## src/rtl/core/rsxb_pkg.sv

```systemverilog
// ----------------------------------------------------------------------------
// Image checksum package
// Shared types and constants for the image sum, XOR and balance-word checker.
// ----------------------------------------------------------------------------
package rsxb_pkg;

   localparam int CSR_INDEX_BITS = 2;

   // Register indexes on the configuration channel.
   typedef enum logic [CSR_INDEX_BITS-1:0] {
      CSR_CHECK_BYTE_ADDRESS = 2'd0,
      CSR_BALANCE_ADDRESS    = 2'd1,
      CSR_WORD_REGION_START  = 2'd2,
      CSR_TARGET_WORD_SUM    = 2'd3
   } csr_index_type;

   localparam logic [15:0] TARGET_WORD_SUM_RESET = 16'h5aa5;

   // One result of an image.
   typedef struct packed {
      logic [7:0]  sum_byte;
      logic [7:0]  xor_byte;
      logic [15:0] balance_word;
      logic        sum_fix;
      logic        xor_fix;
      logic        balance_fix;
      logic        outcome;
   } result_type;

endpackage

```

## src/rtl/core/rsxb_if.sv

```systemverilog
// ----------------------------------------------------------------------------
// Image checksum channels
// Valid/ready channels for image bytes, results and register writes.
// ----------------------------------------------------------------------------
interface rsxb_req_if;
   logic       valid;
   logic       ready;
   logic [7:0] rom_byte;
   logic       last_byte;

   modport source (output valid, output rom_byte, output last_byte, input ready);
   modport sink (input valid, input rom_byte, input last_byte, output ready);
endinterface

interface rsxb_rsp_if;
   logic        valid;
   logic        ready;
   logic [7:0]  sum_byte;
   logic [7:0]  xor_byte;
   logic [15:0] balance_word;
   logic        sum_fix;
   logic        xor_fix;
   logic        balance_fix;
   logic        outcome;

   modport source (output valid, output sum_byte, output xor_byte, output balance_word,
                   output sum_fix, output xor_fix, output balance_fix, output outcome,
                   input ready);
   modport sink (input valid, input sum_byte, input xor_byte, input balance_word,
                 input sum_fix, input xor_fix, input balance_fix, input outcome,
                 output ready);
endinterface

interface rsxb_csr_if #(
   parameter int DATA_BITS = 19
);
   logic                                valid;
   logic                                ready;
   logic [rsxb_pkg::CSR_INDEX_BITS-1:0] index;
   logic [DATA_BITS-1:0]                data;

   modport source (output valid, output index, output data, input ready);
   modport sink (input valid, input index, input data, output ready);
endinterface

```

## src/rtl/core/rsxb_accum.sv

```systemverilog
// ----------------------------------------------------------------------------
// Image checksum accumulator
// Per-image state: byte address, sum, XOR, word sum and captured check values.
// ----------------------------------------------------------------------------
module rsxb_accum #(
   parameter int ADDRESS_BITS = 19
) (
   input  logic                    clock,
   input  logic                    reset,
   input  logic                    step_en,
   input  logic [7:0]              rom_byte,
   input  logic                    last_byte,
   input  logic [ADDRESS_BITS-1:0] check_byte_address,
   input  logic [ADDRESS_BITS-1:0] balance_address,
   input  logic [ADDRESS_BITS-1:0] word_region_start,
   input  logic [15:0]             target_word_sum,
   output rsxb_pkg::result_type    result
);
   import rsxb_pkg::*;

   localparam int AW = ADDRESS_BITS + 1;

   logic [AW-1:0] byte_address_ff, byte_address_in;
   logic [7:0]    running_sum_ff, running_sum_in;
   logic [7:0]    running_xor_ff, running_xor_in;
   logic [15:0]   word_sum_ff, word_sum_in;
   logic [7:0]    pending_high_ff, pending_high_in;
   logic [7:0]    stored_sum_ff, stored_sum_in;
   logic [7:0]    stored_xor_ff, stored_xor_in;
   logic [15:0]   stored_balance_ff, stored_balance_in;

   logic [AW-1:0] chk_addr, chk_addr_next, bal_addr, bal_addr_next, region_addr;
   logic          in_space, hit_sum, hit_xor, word_counts;
   logic [15:0]   word_total, diff;
   logic          bfix, sfix, xfix;

   always_comb begin
      chk_addr      = {1'b0, check_byte_address};
      chk_addr_next = chk_addr + AW'(1);
      bal_addr      = {1'b0, balance_address};
      bal_addr_next = bal_addr + AW'(1);
      region_addr   = {1'b0, word_region_start[ADDRESS_BITS-1:2], 2'b00};

      // The top bit marks an address counter that has run past the space.
      in_space = !byte_address_ff[ADDRESS_BITS];
      hit_sum  = in_space && (byte_address_ff == chk_addr);
      hit_xor  = in_space && (byte_address_ff == chk_addr_next);

      running_sum_in = running_sum_ff;
      running_xor_in = running_xor_ff;
      if (!(hit_sum || hit_xor)) begin
         running_sum_in = running_sum_ff + rom_byte;
         running_xor_in = running_xor_ff ^ rom_byte;
      end

      stored_sum_in = hit_sum ? rom_byte : stored_sum_ff;
      stored_xor_in = hit_xor ? rom_byte : stored_xor_ff;
      stored_balance_in = stored_balance_ff;
      if (in_space && byte_address_ff == bal_addr) begin
         stored_balance_in[15:8] = rom_byte;
      end
      if (in_space && byte_address_ff == bal_addr_next) begin
         stored_balance_in[7:0] = rom_byte;
      end

      // The word that holds the sum byte is left out of the word sum.
      word_counts = in_space && (byte_address_ff >= region_addr)
                    && (byte_address_ff[AW-1:2] != chk_addr[AW-1:2]);

      word_total      = word_sum_ff;
      word_sum_in     = word_sum_ff;
      pending_high_in = pending_high_ff;
      if (word_counts) begin
         case (byte_address_ff[1:0])
            2'd2: begin
               pending_high_in = rom_byte;
               // An image that ends mid-word counts the missing low byte as zero.
               if (last_byte) begin
                  word_total = word_sum_ff + {rom_byte, 8'h00};
               end
            end
            2'd3: begin
               word_total  = word_sum_ff + {pending_high_ff, rom_byte};
               word_sum_in = word_total;
            end
            default: begin
               word_total = word_sum_ff;
            end
         endcase
      end

      byte_address_in = in_space ? byte_address_ff + AW'(1) : byte_address_ff;

      diff = target_word_sum - word_total;
      bfix = (word_total != target_word_sum);
      sfix = (running_sum_in != stored_sum_in);
      xfix = (running_xor_in != stored_xor_in);

      result.sum_byte     = running_sum_in;
      result.xor_byte     = running_xor_in;
      result.balance_word = bfix ? stored_balance_in + diff : stored_balance_in;
      result.sum_fix      = sfix;
      result.xor_fix      = xfix;
      result.balance_fix  = bfix;
      result.outcome      = sfix || xfix || bfix;
   end

   always_ff @(posedge clock) begin
      if (reset || (step_en && last_byte)) begin
         byte_address_ff   <= '0;
         running_sum_ff    <= '0;
         running_xor_ff    <= '0;
         word_sum_ff       <= '0;
         pending_high_ff   <= '0;
         stored_sum_ff     <= '0;
         stored_xor_ff     <= '0;
         stored_balance_ff <= '0;
      end else if (step_en) begin
         byte_address_ff   <= byte_address_in;
         running_sum_ff    <= running_sum_in;
         running_xor_ff    <= running_xor_in;
         word_sum_ff       <= word_sum_in;
         pending_high_ff   <= pending_high_in;
         stored_sum_ff     <= stored_sum_in;
         stored_xor_ff     <= stored_xor_in;
         stored_balance_ff <= stored_balance_in;
      end
   end

endmodule

```

## src/rtl/core/rom_sum_xor_balance_checksum.sv

```systemverilog
// ----------------------------------------------------------------------------
// Image sum, XOR and balance-word checker
// Streams an image byte by byte and reports its check bytes and balance word.
// ----------------------------------------------------------------------------
// The last byte of an image passes through the input register and then loads
// the result register, which raises rsp valid.
// Throughput: one request per cycle, back to back; a byte needs only an add, an
// XOR and a capture. Only a last byte can wait, holding up the requests behind
// it, and only while the previous result is still held on rsp.
// Reset (synchronous, active high) restores register defaults and clears state.
module rom_sum_xor_balance_checksum #(
   parameter int ADDRESS_BITS               = 19,
   parameter int CHECK_BYTE_ADDRESS_RESET   = 'h08100,
   parameter int BALANCE_ADDRESS_RESET      = 'h7fffa,
   parameter int WORD_REGION_START_RESET    = 'h04000
) (
   input logic        clock,
   input logic        reset,
   rsxb_req_if.sink   req_ch,
   rsxb_rsp_if.source rsp_ch,
   rsxb_csr_if.sink   csr_ch
);
   import rsxb_pkg::*;

   // Configuration registers. Writes are always taken; the user must send writes
   // only while the block is idle, which the block itself does not enforce.
   logic [ADDRESS_BITS-1:0] check_byte_address_ff;
   logic [ADDRESS_BITS-1:0] balance_address_ff;
   logic [ADDRESS_BITS-1:0] word_region_start_ff;
   logic [15:0]             target_word_sum_ff;

   assign csr_ch.ready = 1'b1;

   always_ff @(posedge clock) begin
      if (reset) begin
         check_byte_address_ff <= ADDRESS_BITS'(CHECK_BYTE_ADDRESS_RESET);
         balance_address_ff    <= ADDRESS_BITS'(BALANCE_ADDRESS_RESET);
         word_region_start_ff  <= ADDRESS_BITS'(WORD_REGION_START_RESET);
         target_word_sum_ff    <= TARGET_WORD_SUM_RESET;
      end else if (csr_ch.valid) begin
         case (csr_index_type'(csr_ch.index))
            CSR_CHECK_BYTE_ADDRESS: check_byte_address_ff <= csr_ch.data[ADDRESS_BITS-1:0];
            CSR_BALANCE_ADDRESS:    balance_address_ff    <= csr_ch.data[ADDRESS_BITS-1:0];
            CSR_WORD_REGION_START:  word_region_start_ff  <= csr_ch.data[ADDRESS_BITS-1:0];
            CSR_TARGET_WORD_SUM:    target_word_sum_ff    <= csr_ch.data[15:0];
            default: begin
            end
         endcase
      end
   end

   // Input register. A byte that is not the last one never needs the
   // result register, so it moves on even while a result waits.
   logic       in_valid_ff;
   logic [7:0] in_byte_ff;
   logic       in_last_ff;
   logic       out_free;
   logic       step_en;
   logic       req_take;

   logic       rsp_valid_ff;
   result_type rsp_data_ff;
   result_type step_result;

   assign out_free     = !rsp_valid_ff || rsp_ch.ready;
   assign step_en      = in_valid_ff && (!in_last_ff || out_free);
   assign req_ch.ready = !in_valid_ff || step_en;
   assign req_take     = req_ch.valid && req_ch.ready;

   always_ff @(posedge clock) begin
      if (reset) begin
         in_valid_ff <= 1'b0;
      end else if (req_ch.ready) begin
         in_valid_ff <= req_ch.valid;
      end
      if (req_take) begin
         in_byte_ff <= req_ch.rom_byte;
         in_last_ff <= req_ch.last_byte;
      end
   end

   rsxb_accum #(
      .ADDRESS_BITS (ADDRESS_BITS)
   ) u_accum (
      .clock              (clock),
      .reset              (reset),
      .step_en            (step_en),
      .rom_byte           (in_byte_ff),
      .last_byte          (in_last_ff),
      .check_byte_address (check_byte_address_ff),
      .balance_address    (balance_address_ff),
      .word_region_start  (word_region_start_ff),
      .target_word_sum    (target_word_sum_ff),
      .result             (step_result)
   );

   // Result register: loaded by the last byte of an image, held until taken.
   always_ff @(posedge clock) begin
      if (reset) begin
         rsp_valid_ff <= 1'b0;
      end else if (step_en && in_last_ff) begin
         rsp_valid_ff <= 1'b1;
      end else if (rsp_ch.ready) begin
         rsp_valid_ff <= 1'b0;
      end
      if (step_en && in_last_ff) begin
         rsp_data_ff <= step_result;
      end
   end

   assign rsp_ch.valid        = rsp_valid_ff;
   assign rsp_ch.sum_byte     = rsp_data_ff.sum_byte;
   assign rsp_ch.xor_byte     = rsp_data_ff.xor_byte;
   assign rsp_ch.balance_word = rsp_data_ff.balance_word;
   assign rsp_ch.sum_fix      = rsp_data_ff.sum_fix;
   assign rsp_ch.xor_fix      = rsp_data_ff.xor_fix;
   assign rsp_ch.balance_fix  = rsp_data_ff.balance_fix;
   assign rsp_ch.outcome      = rsp_data_ff.outcome;

endmodule

```

## src/flat_wrapper.sv

```systemverilog
// flat-port wrapper written by rule: the top's interface ports become plain ports
module rom_sum_xor_balance_checksum_flat import rsxb_pkg::*;
#(
   parameter int ADDRESS_BITS               = 19,
   parameter int CHECK_BYTE_ADDRESS_RESET   = 'h08100,
   parameter int BALANCE_ADDRESS_RESET      = 'h7fffa,
   parameter int WORD_REGION_START_RESET    = 'h04000
)
  (clock, reset, req_ch_valid, req_ch_rom_byte, req_ch_last_byte, req_ch_ready, rsp_ch_valid, rsp_ch_sum_byte, rsp_ch_xor_byte, rsp_ch_balance_word, rsp_ch_sum_fix, rsp_ch_xor_fix, rsp_ch_balance_fix, rsp_ch_outcome, rsp_ch_ready, csr_ch_valid, csr_ch_index, csr_ch_data, csr_ch_ready);
  rsxb_req_if req_ch_i ();
  rsxb_rsp_if rsp_ch_i ();
  rsxb_csr_if csr_ch_i ();
  input logic clock;
  input logic reset;
  input wire logic [$bits(req_ch_i.valid)-1:0] req_ch_valid;
  input wire logic [$bits(req_ch_i.rom_byte)-1:0] req_ch_rom_byte;
  input wire logic [$bits(req_ch_i.last_byte)-1:0] req_ch_last_byte;
  output wire logic [$bits(req_ch_i.ready)-1:0] req_ch_ready;
  output wire logic [$bits(rsp_ch_i.valid)-1:0] rsp_ch_valid;
  output wire logic [$bits(rsp_ch_i.sum_byte)-1:0] rsp_ch_sum_byte;
  output wire logic [$bits(rsp_ch_i.xor_byte)-1:0] rsp_ch_xor_byte;
  output wire logic [$bits(rsp_ch_i.balance_word)-1:0] rsp_ch_balance_word;
  output wire logic [$bits(rsp_ch_i.sum_fix)-1:0] rsp_ch_sum_fix;
  output wire logic [$bits(rsp_ch_i.xor_fix)-1:0] rsp_ch_xor_fix;
  output wire logic [$bits(rsp_ch_i.balance_fix)-1:0] rsp_ch_balance_fix;
  output wire logic [$bits(rsp_ch_i.outcome)-1:0] rsp_ch_outcome;
  input wire logic [$bits(rsp_ch_i.ready)-1:0] rsp_ch_ready;
  input wire logic [$bits(csr_ch_i.valid)-1:0] csr_ch_valid;
  input wire logic [$bits(csr_ch_i.index)-1:0] csr_ch_index;
  input wire logic [$bits(csr_ch_i.data)-1:0] csr_ch_data;
  output wire logic [$bits(csr_ch_i.ready)-1:0] csr_ch_ready;
  assign req_ch_i.valid = req_ch_valid;
  assign req_ch_i.rom_byte = req_ch_rom_byte;
  assign req_ch_i.last_byte = req_ch_last_byte;
  assign req_ch_ready = req_ch_i.ready;
  assign rsp_ch_valid = rsp_ch_i.valid;
  assign rsp_ch_sum_byte = rsp_ch_i.sum_byte;
  assign rsp_ch_xor_byte = rsp_ch_i.xor_byte;
  assign rsp_ch_balance_word = rsp_ch_i.balance_word;
  assign rsp_ch_sum_fix = rsp_ch_i.sum_fix;
  assign rsp_ch_xor_fix = rsp_ch_i.xor_fix;
  assign rsp_ch_balance_fix = rsp_ch_i.balance_fix;
  assign rsp_ch_outcome = rsp_ch_i.outcome;
  assign rsp_ch_i.ready = rsp_ch_ready;
  assign csr_ch_i.valid = csr_ch_valid;
  assign csr_ch_i.index = csr_ch_index;
  assign csr_ch_i.data = csr_ch_data;
  assign csr_ch_ready = csr_ch_i.ready;
  rom_sum_xor_balance_checksum #(.ADDRESS_BITS(ADDRESS_BITS), .CHECK_BYTE_ADDRESS_RESET(CHECK_BYTE_ADDRESS_RESET), .BALANCE_ADDRESS_RESET(BALANCE_ADDRESS_RESET), .WORD_REGION_START_RESET(WORD_REGION_START_RESET)) u_core (.clock(clock), .reset(reset), .req_ch(req_ch_i), .rsp_ch(rsp_ch_i), .csr_ch(csr_ch_i));
endmodule
```

## config.mk

```make
export PLATFORM = sky130hd
export DESIGN_NAME = rom_sum_xor_balance_checksum_flat
export DESIGN_NICKNAME = d
export VERILOG_FILES = /design/src/rtl/core/rsxb_pkg.sv /design/src/rtl/core/rsxb_if.sv /design/src/rtl/core/rsxb_accum.sv /design/src/rtl/core/rom_sum_xor_balance_checksum.sv /design/src/flat_wrapper.sv
export SDC_FILE = /design/constraint.sdc
export NUM_CORES = 1
export LEC_CHECK = 0
export ABC_AREA = 1
export BUFFER_PORTS_ARGS = -buffer_cell sky130_fd_sc_hd__buf_2
export CAP_MARGIN = 25
export CORE_MARGIN = 2
export CORE_UTILIZATION = 50
export CTS_BUF_LIST = sky130_fd_sc_hd__clkbuf_4 sky130_fd_sc_hd__clkbuf_8
export CTS_CLUSTER_DIAMETER = 120
export DETAILED_ROUTE_END_ITERATION = 12
export GPL_ROUTABILITY_DRIVEN = 0
export PLACE_DENSITY = 0.75
export SYNTH_ARGS = -nofsm -noshare
export SYNTH_HDL_FRONTEND = slang
export SYNTH_SLANG_ARGS = --single-unit
```

## constraint.sdc

```tcl
create_clock -name clock -period 5.7 [get_ports clock]
set_input_delay 1.14 -clock clock [delete_from_list [all_inputs] [get_ports clock]]
set_output_delay 1.14 -clock clock [all_outputs]
set_load 0.01 [all_outputs]
```

# Word level (Yosys, flattened, before mapping)
# Cells that the tools add are included.
dict set report totals {
  reg_bits 212
  latch_bits 0
  ram_bits 0
  romBits 0
  inputBits 35
  out_inout_bits 39
  memories 0
}
dict set report op_classes {
  n_addsub 8
  n_mul 0
  n_div 0
  n_lt_le_gt_ge 1
  n_eq_ne 13
  shifts 0
  n_mux 13
  bitwise_logic 2
  n_reduce_logical 29
}
# op count
set op_table {}
lappend op_table {{16-bit adder} 3}
lappend op_table {{16-bit 2-to-1 mux} 3}
lappend op_table {{8-bit 2-to-1 mux} 6}
lappend op_table {{19-bit by 1-bit adder with 20-bit output, second input constant} 2}
lappend op_table {{20-bit by 19-bit == test with 1-bit output} 2}
lappend op_table {{20-bit == test} 2}
lappend op_table {{16-bit case mux with 2 select lines} 1}
lappend op_table {{20-bit by 1-bit adder with 20-bit output, second input constant} 1}
lappend op_table {{20-bit by 19-bit greater-or-equal comparator with 1-bit output} 1}
lappend op_table {{20-bit 2-to-1 mux} 1}
lappend op_table {{18-bit by 17-bit != test with 1-bit output} 1}
lappend op_table {{16-bit != test} 1}
lappend op_table {{8-bit != test} 2}
lappend op_table {{16-bit subtractor} 1}
lappend op_table {{2-bit AND reduction} 5}
lappend op_table {{1-bit logical AND} 9}
lappend op_table {{8-bit adder} 1}
lappend op_table {{2-bit == test, second input constant} 4}
lappend op_table {{8-bit XOR} 1}
lappend op_table {{1-bit logical OR} 7}
lappend op_table {{3-bit AND reduction} 2}
lappend op_table {{1-bit zero test} 4}
lappend op_table {{2-bit by 1-bit == test with 1-bit output, second input constant} 1}
lappend op_table {{2-bit zero test} 1}
lappend op_table {{3 further kinds} 4}

# Logic depth before layout (Yosys ltp)
dict set report logic_depth {
  ltp_word 8
  mapped_depth 30
}

# By module
# Synthesis repeated with hierarchy kept, for this count alone.
dict set report unflattened {
  cells_unflattened 1981
  hier_area_um2 13928.4
}
# module n_inst cells_per_inst area_per_inst_um2 seq_area_each_um2
set modules_own_cells {}
lappend modules_own_cells {rsxb_accum 1 1498 9534.1 1841.8}
lappend modules_own_cells {rom_sum_xor_balance_checksum 1 483 4394.2 2852.7}

# Worst setup path before layout
# Ideal clock, no wire load.
dict set report synth_timing {
  kind {register to register}
  start {reg u_core.balance_address_ff[1]}
  end {reg u_core.rsp_data_ff, in the netlist u_core.rsp_ch.balance_word[12] (data pin)}
  setup_ns 0.253
  arrival_ns 4.449
  required_time_ns 5.447
  path_slack_ns 0.998
  stages_incl_launch_ff 27
  n_path_buf 0
  period_less_slack_ns 4.702
  cell_sequence {dfxtp_1 -> ha_1 -> nand3_2 -> nor2_1 -> nand3_2 -> nor3_4 -> nand4_1 -> xor2_1 -> nor4_2 -> nand3_1 -> nand2_1 -> inv_1 -> fa_1 -> inv_1 -> fa_1 -> nand3_1 -> nand2_1 -> a21o_1 -> a21oi_1 -> o21ai_0 -> nand2_1 -> nand2_1 -> a21oi_1 -> o21ai_0 -> xor2_1 -> nand2_1 -> nand2_1}
}
# item line
set synth_lines {}
lappend synth_lines {{from (decl)} rom_sum_xor_balance_checksum.sv:28} ;# logic [ADDRESS_BITS-1:0] balance_address_ff;
lappend synth_lines {{from (signal assigned)} rom_sum_xor_balance_checksum.sv:37} ;# balance_address_ff <= ADDRESS_BITS'(BALANCE_ADDRESS_RESET);
lappend synth_lines {{from (signal assigned)} rom_sum_xor_balance_checksum.sv:43} ;# CSR_BALANCE_ADDRESS: balance_address_ff <= csr_ch.data[ADDRESS_BITS-1:0];
lappend synth_lines {{to (signal assigned)} rom_sum_xor_balance_checksum.sv:107} ;# rsp_data_ff <= step_result;
lappend synth_lines {{to (decl)} rom_sum_xor_balance_checksum.sv:62} ;# result_type rsp_data_ff;

==> metrics.md <==
| Metric | Value |
|---|---|
| Result of the run | completed |
| # DRC | 0 |
| TritonCTS Buffers | 37 |
| Per-cell routed wire length | 16.1 µm |
| Sort of element at the start of the critical path | register |
| TritonCTS clock tree | done |
| Area overhead of the layout relative to synthesis | 10.3% |
| Number of cell rows | 62 |
| Core Footprint | 0.0285 mm² |
| Pin count of the biggest net entering global routing | 67 |
| Data arrival, critical path | 5.38 ns |
| Grt total ovfl | 0 |
| Crit path time final | 5.10 ns |
| Number of optimization iterations in the first detailed-route pass | 8 |
| Overall die width | 174 µm |
| Antenna violations before repair | 0 |
| Cell Area, Synth | 0.0144 mm² |
| Number of failing hold endpoints at the final stage | 0 |
| Cts-stage hold buffer count | 0 |
| Worst hold path depth | 2 |
| Overall global routing resource usage | 27.5% |
| Worst Setup End Kind | register |
| Post-cts gate resize count | 0 |
| Die height | 174 µm |
| Longest Clk Path Bufs | 3 |
| Die outline area | 0.0301 mm² |
| Unrepaired setup endpoints after global routing | no |
| Total length of routed wires | 41.4 mm |
| Count of flip-flops with a built-in enable after synthesis | 45 |
| Clock root buffer master | sky130_fd_sc_hd__clkbuf_8 |
| 1st-iter DRT viols | 1069 |
| H-tree level count | 2 |
| Critical path class | register to register |
| Total number of nets in the final design | 2284 |
| Yosys warnings | 0 |
| Setup_tns | 0 ns |
| Initial core utilization | 50.5% |
| Number of register bits inferred by synthesis | 210 |
| Post-layout total power | 3.84 mW |
| Remaining antenna violation count after routing | 0 |
| Cell depth of the worst flop-to-flop path | 26 |
| I/O pins | 74 |
| Most used cells in the layout excluding fill and tap cells | sky130_fd_sc_hd__nand2_1, sky130_fd_sc_hd__inv_1, sky130_fd_sc_hd__o21ai_0 |
| Worst min-delay path class | register to register |
| Post-CTS Setup Bufs | 0 |
| Power Dens Cells | 242 mW/mm² |
| Via count of the first global-routing pass | 13500 |
| Average instance area after synthesis | 6.85 µm² |
| Sequential share of the synthesized area | 32.4% |
| Most frequent standard cell in the layout excluding fill and tap cells | sky130_fd_sc_hd__nand2_1 |
| Worst voltage drop across the vdd grid | 0.000169 V |
| Highest fanout seen on the critical path | 8 |
| Fmax achieved | 0.196 GHz |
| Wire length of the first global-routing pass | 66.8 mm |
| Pleak | 7.61 nW |
| Via density per instance | 5.51 |
| Via count | 14200 |
| HPWL reported at the end of detailed placement | 31.6 mm |
| Final Cycle Share | 89.5% |
| Transition time at the pin with the least slew margin | 0.863 ns |
| MaxCap Viol Count | 0 |
| Worst setup skew after layout | 0.0174 ns |
| Layout cells sized above 1 | 9.86% |
| Mapped Cells | 2100 |
| Count of buffers from port buffering | 72 |
| Synth Flop Type | sky130_fd_sc_hd__dfxtp_1 |
| Ys async rst share | 0% |
| Number of distinct library cell variants in the gate-level netlist after synthesis | 53 |
| Syn nets | 2220 |
| Total inserted antenna cells | 0 |
| Setup violators final | 0 |
| Required time at the endpoint of the critical path | 5.98 ns |
| Number of pins with negative max-slew slack in the final report | 0 |
| Clock tree sinks | 210 |
| Clk_lat worst skew | 0.55 ns |
| CTS clk-pin slew, worst paths | 0.06 ns |
| Slew Limit Headroom | 42.4% |
sequential cells by signal, summed over array words and instances (netlist names), 16 cells and up:
register / count
u_core.u_accum.stored_balance_ff: 16
u_core.rsp_ch.balance_word: 16
u_core.target_word_sum_ff: 16
u_core.word_region_start_ff: 17
u_core.u_accum.byte_address_ff: 20
u_core.check_byte_address_ff: 19
u_core.balance_address_ff: 19
u_core.u_accum.word_sum_ff: 16
logic make-up after synthesis:
kind of cell,synth area share (%)
DFF,32.4
and+or+nand+nor,29.2
other,0.0261
AOI/OAI and AO/OA,14.4
xor gates and xnor gates,5.00
buffers and inverters,10.6
adders and majority gates,8.34
layer usage:
| layer | global-route usage [%] | share of wire [%] | wire length [µm] | vias to the layer above |
|---|---|---|---|---|
| met1 | 33.2 | 40 | 16700 | 6522 |
| met4 | 14.5 | 5.2 | 2170 | 0 |
| li1 | - | - | - | 6973 |
| met5 | 0 | 0 | 0 | - |
| met2 | 47.2 | 47 | 19500 | 542 |
| met3 | 4.43 | 7.3 | 3010 | 153 |
metrics by stage:
stage               hold WS (ns)  util, %  setup WS (ns)  instances  area [µm²]
floorplan                  0.427        -          0.998       2100       14400
global placement           0.438     53.0          0.681       2509       15100
detailed placement         0.440     53.0          0.563       2509       15100
CTS                        0.449     55.7          0.498       2575       15900
global route               0.467     55.7         0.0766       2575       15900
finish                     0.448     55.7          0.601       2575       15900
synth_stat cells (all sizes together), types with 7 or more instances:
master | number | share of area [%]
a211oi | 7 | 0.37
a21oi | 167 | 5.9
buf | 22 | 0.95
clkbuf | 51 | 1.3
dfxtp | 165 | 23
edfxtp | 45 | 9.4
fa | 18 | 2.5
ha | 67 | 5.8
inv | 316 | 8.3
nand2 | 519 | 14
nand3 | 175 | 6.7
nand3b | 9 | 0.47
nand4 | 46 | 2.0
nor2 | 154 | 4.5
nor3 | 22 | 0.99
o211ai | 12 | 0.63
o21ai | 176 | 6.1
xnor2 | 41 | 2.5
xor2 | 41 | 2.5
cell type report:
class	instances	area (µm²)
Clock inverter	10	68.8
Clock buffer	56	689
Inverter	318	1190
Tap cell	384	480
Multi-Input combinational cell	1499	8220
Sequential cell	210	4650
Fill cell	2736	12600
Timing Repair Buffer	98	556
where the power goes:
group,internal (mW),switching [mW],total [mW]
logic,0.261,0.471,0.732
registers,1.61,0.0516,1.66
clock network,0.814,0.636,1.45
total,2.68,1.16,3.84
final timing paths:
| kind | endpoint | from | slack (ns) |
|---|---|---|---|
| max | u_core.rsp_ch.balance_word[11]$_DFFE_PP_ | u_core.balance_address_ff[1]$_SDFFE_PP1P_ | 0.60 |
| min | u_core.u_accum.pending_high_ff[6]$_SDFFE_PP0P_ | u_core.u_accum.pending_high_ff[6]$_SDFFE_PP0P_ | 0.45 |
| max reg2reg | u_core.rsp_ch.balance_word[11]$_DFFE_PP_ | u_core.balance_address_ff[1]$_SDFFE_PP1P_ | 0.60 |
| min reg2reg | u_core.u_accum.pending_high_ff[6]$_SDFFE_PP0P_ | u_core.u_accum.pending_high_ff[6]$_SDFFE_PP0P_ | 0.45 |
critical path, cell delays in order (launching register included):
cell and delay (ns):
sky130_fd_sc_hd__dfxtp_1 0.39, sky130_fd_sc_hd__ha_1 0.22, sky130_fd_sc_hd__nand3_2 0.11, sky130_fd_sc_hd__nor2_1 0.18
sky130_fd_sc_hd__nand3_2 0.16, sky130_fd_sc_hd__nor2_1 0.15, sky130_fd_sc_hd__xnor2_1 0.08, sky130_fd_sc_hd__nor3b_1 0.31
sky130_fd_sc_hd__nand2_1 0.14, sky130_fd_sc_hd__nor3_4 0.30, sky130_fd_sc_hd__nand2_1 0.22, sky130_fd_sc_hd__nand2_1 0.12
sky130_fd_sc_hd__nand2_1 0.09, sky130_fd_sc_hd__inv_1 0.10, sky130_fd_sc_hd__fa_1 0.42, sky130_fd_sc_hd__inv_1 0.08
sky130_fd_sc_hd__ha_1 0.28, sky130_fd_sc_hd__a21o_1 0.19, sky130_fd_sc_hd__a31oi_1 0.29, sky130_fd_sc_hd__o31ai_1 0.18
sky130_fd_sc_hd__a21oi_1 0.17, sky130_fd_sc_hd__inv_1 0.05, sky130_fd_sc_hd__a21oi_1 0.20, sky130_fd_sc_hd__o21ai_0 0.13
sky130_fd_sc_hd__xor2_1 0.16, sky130_fd_sc_hd__nand2_1 0.07, sky130_fd_sc_hd__nand2_1 0.06
(Power assumes the default switching activity.)
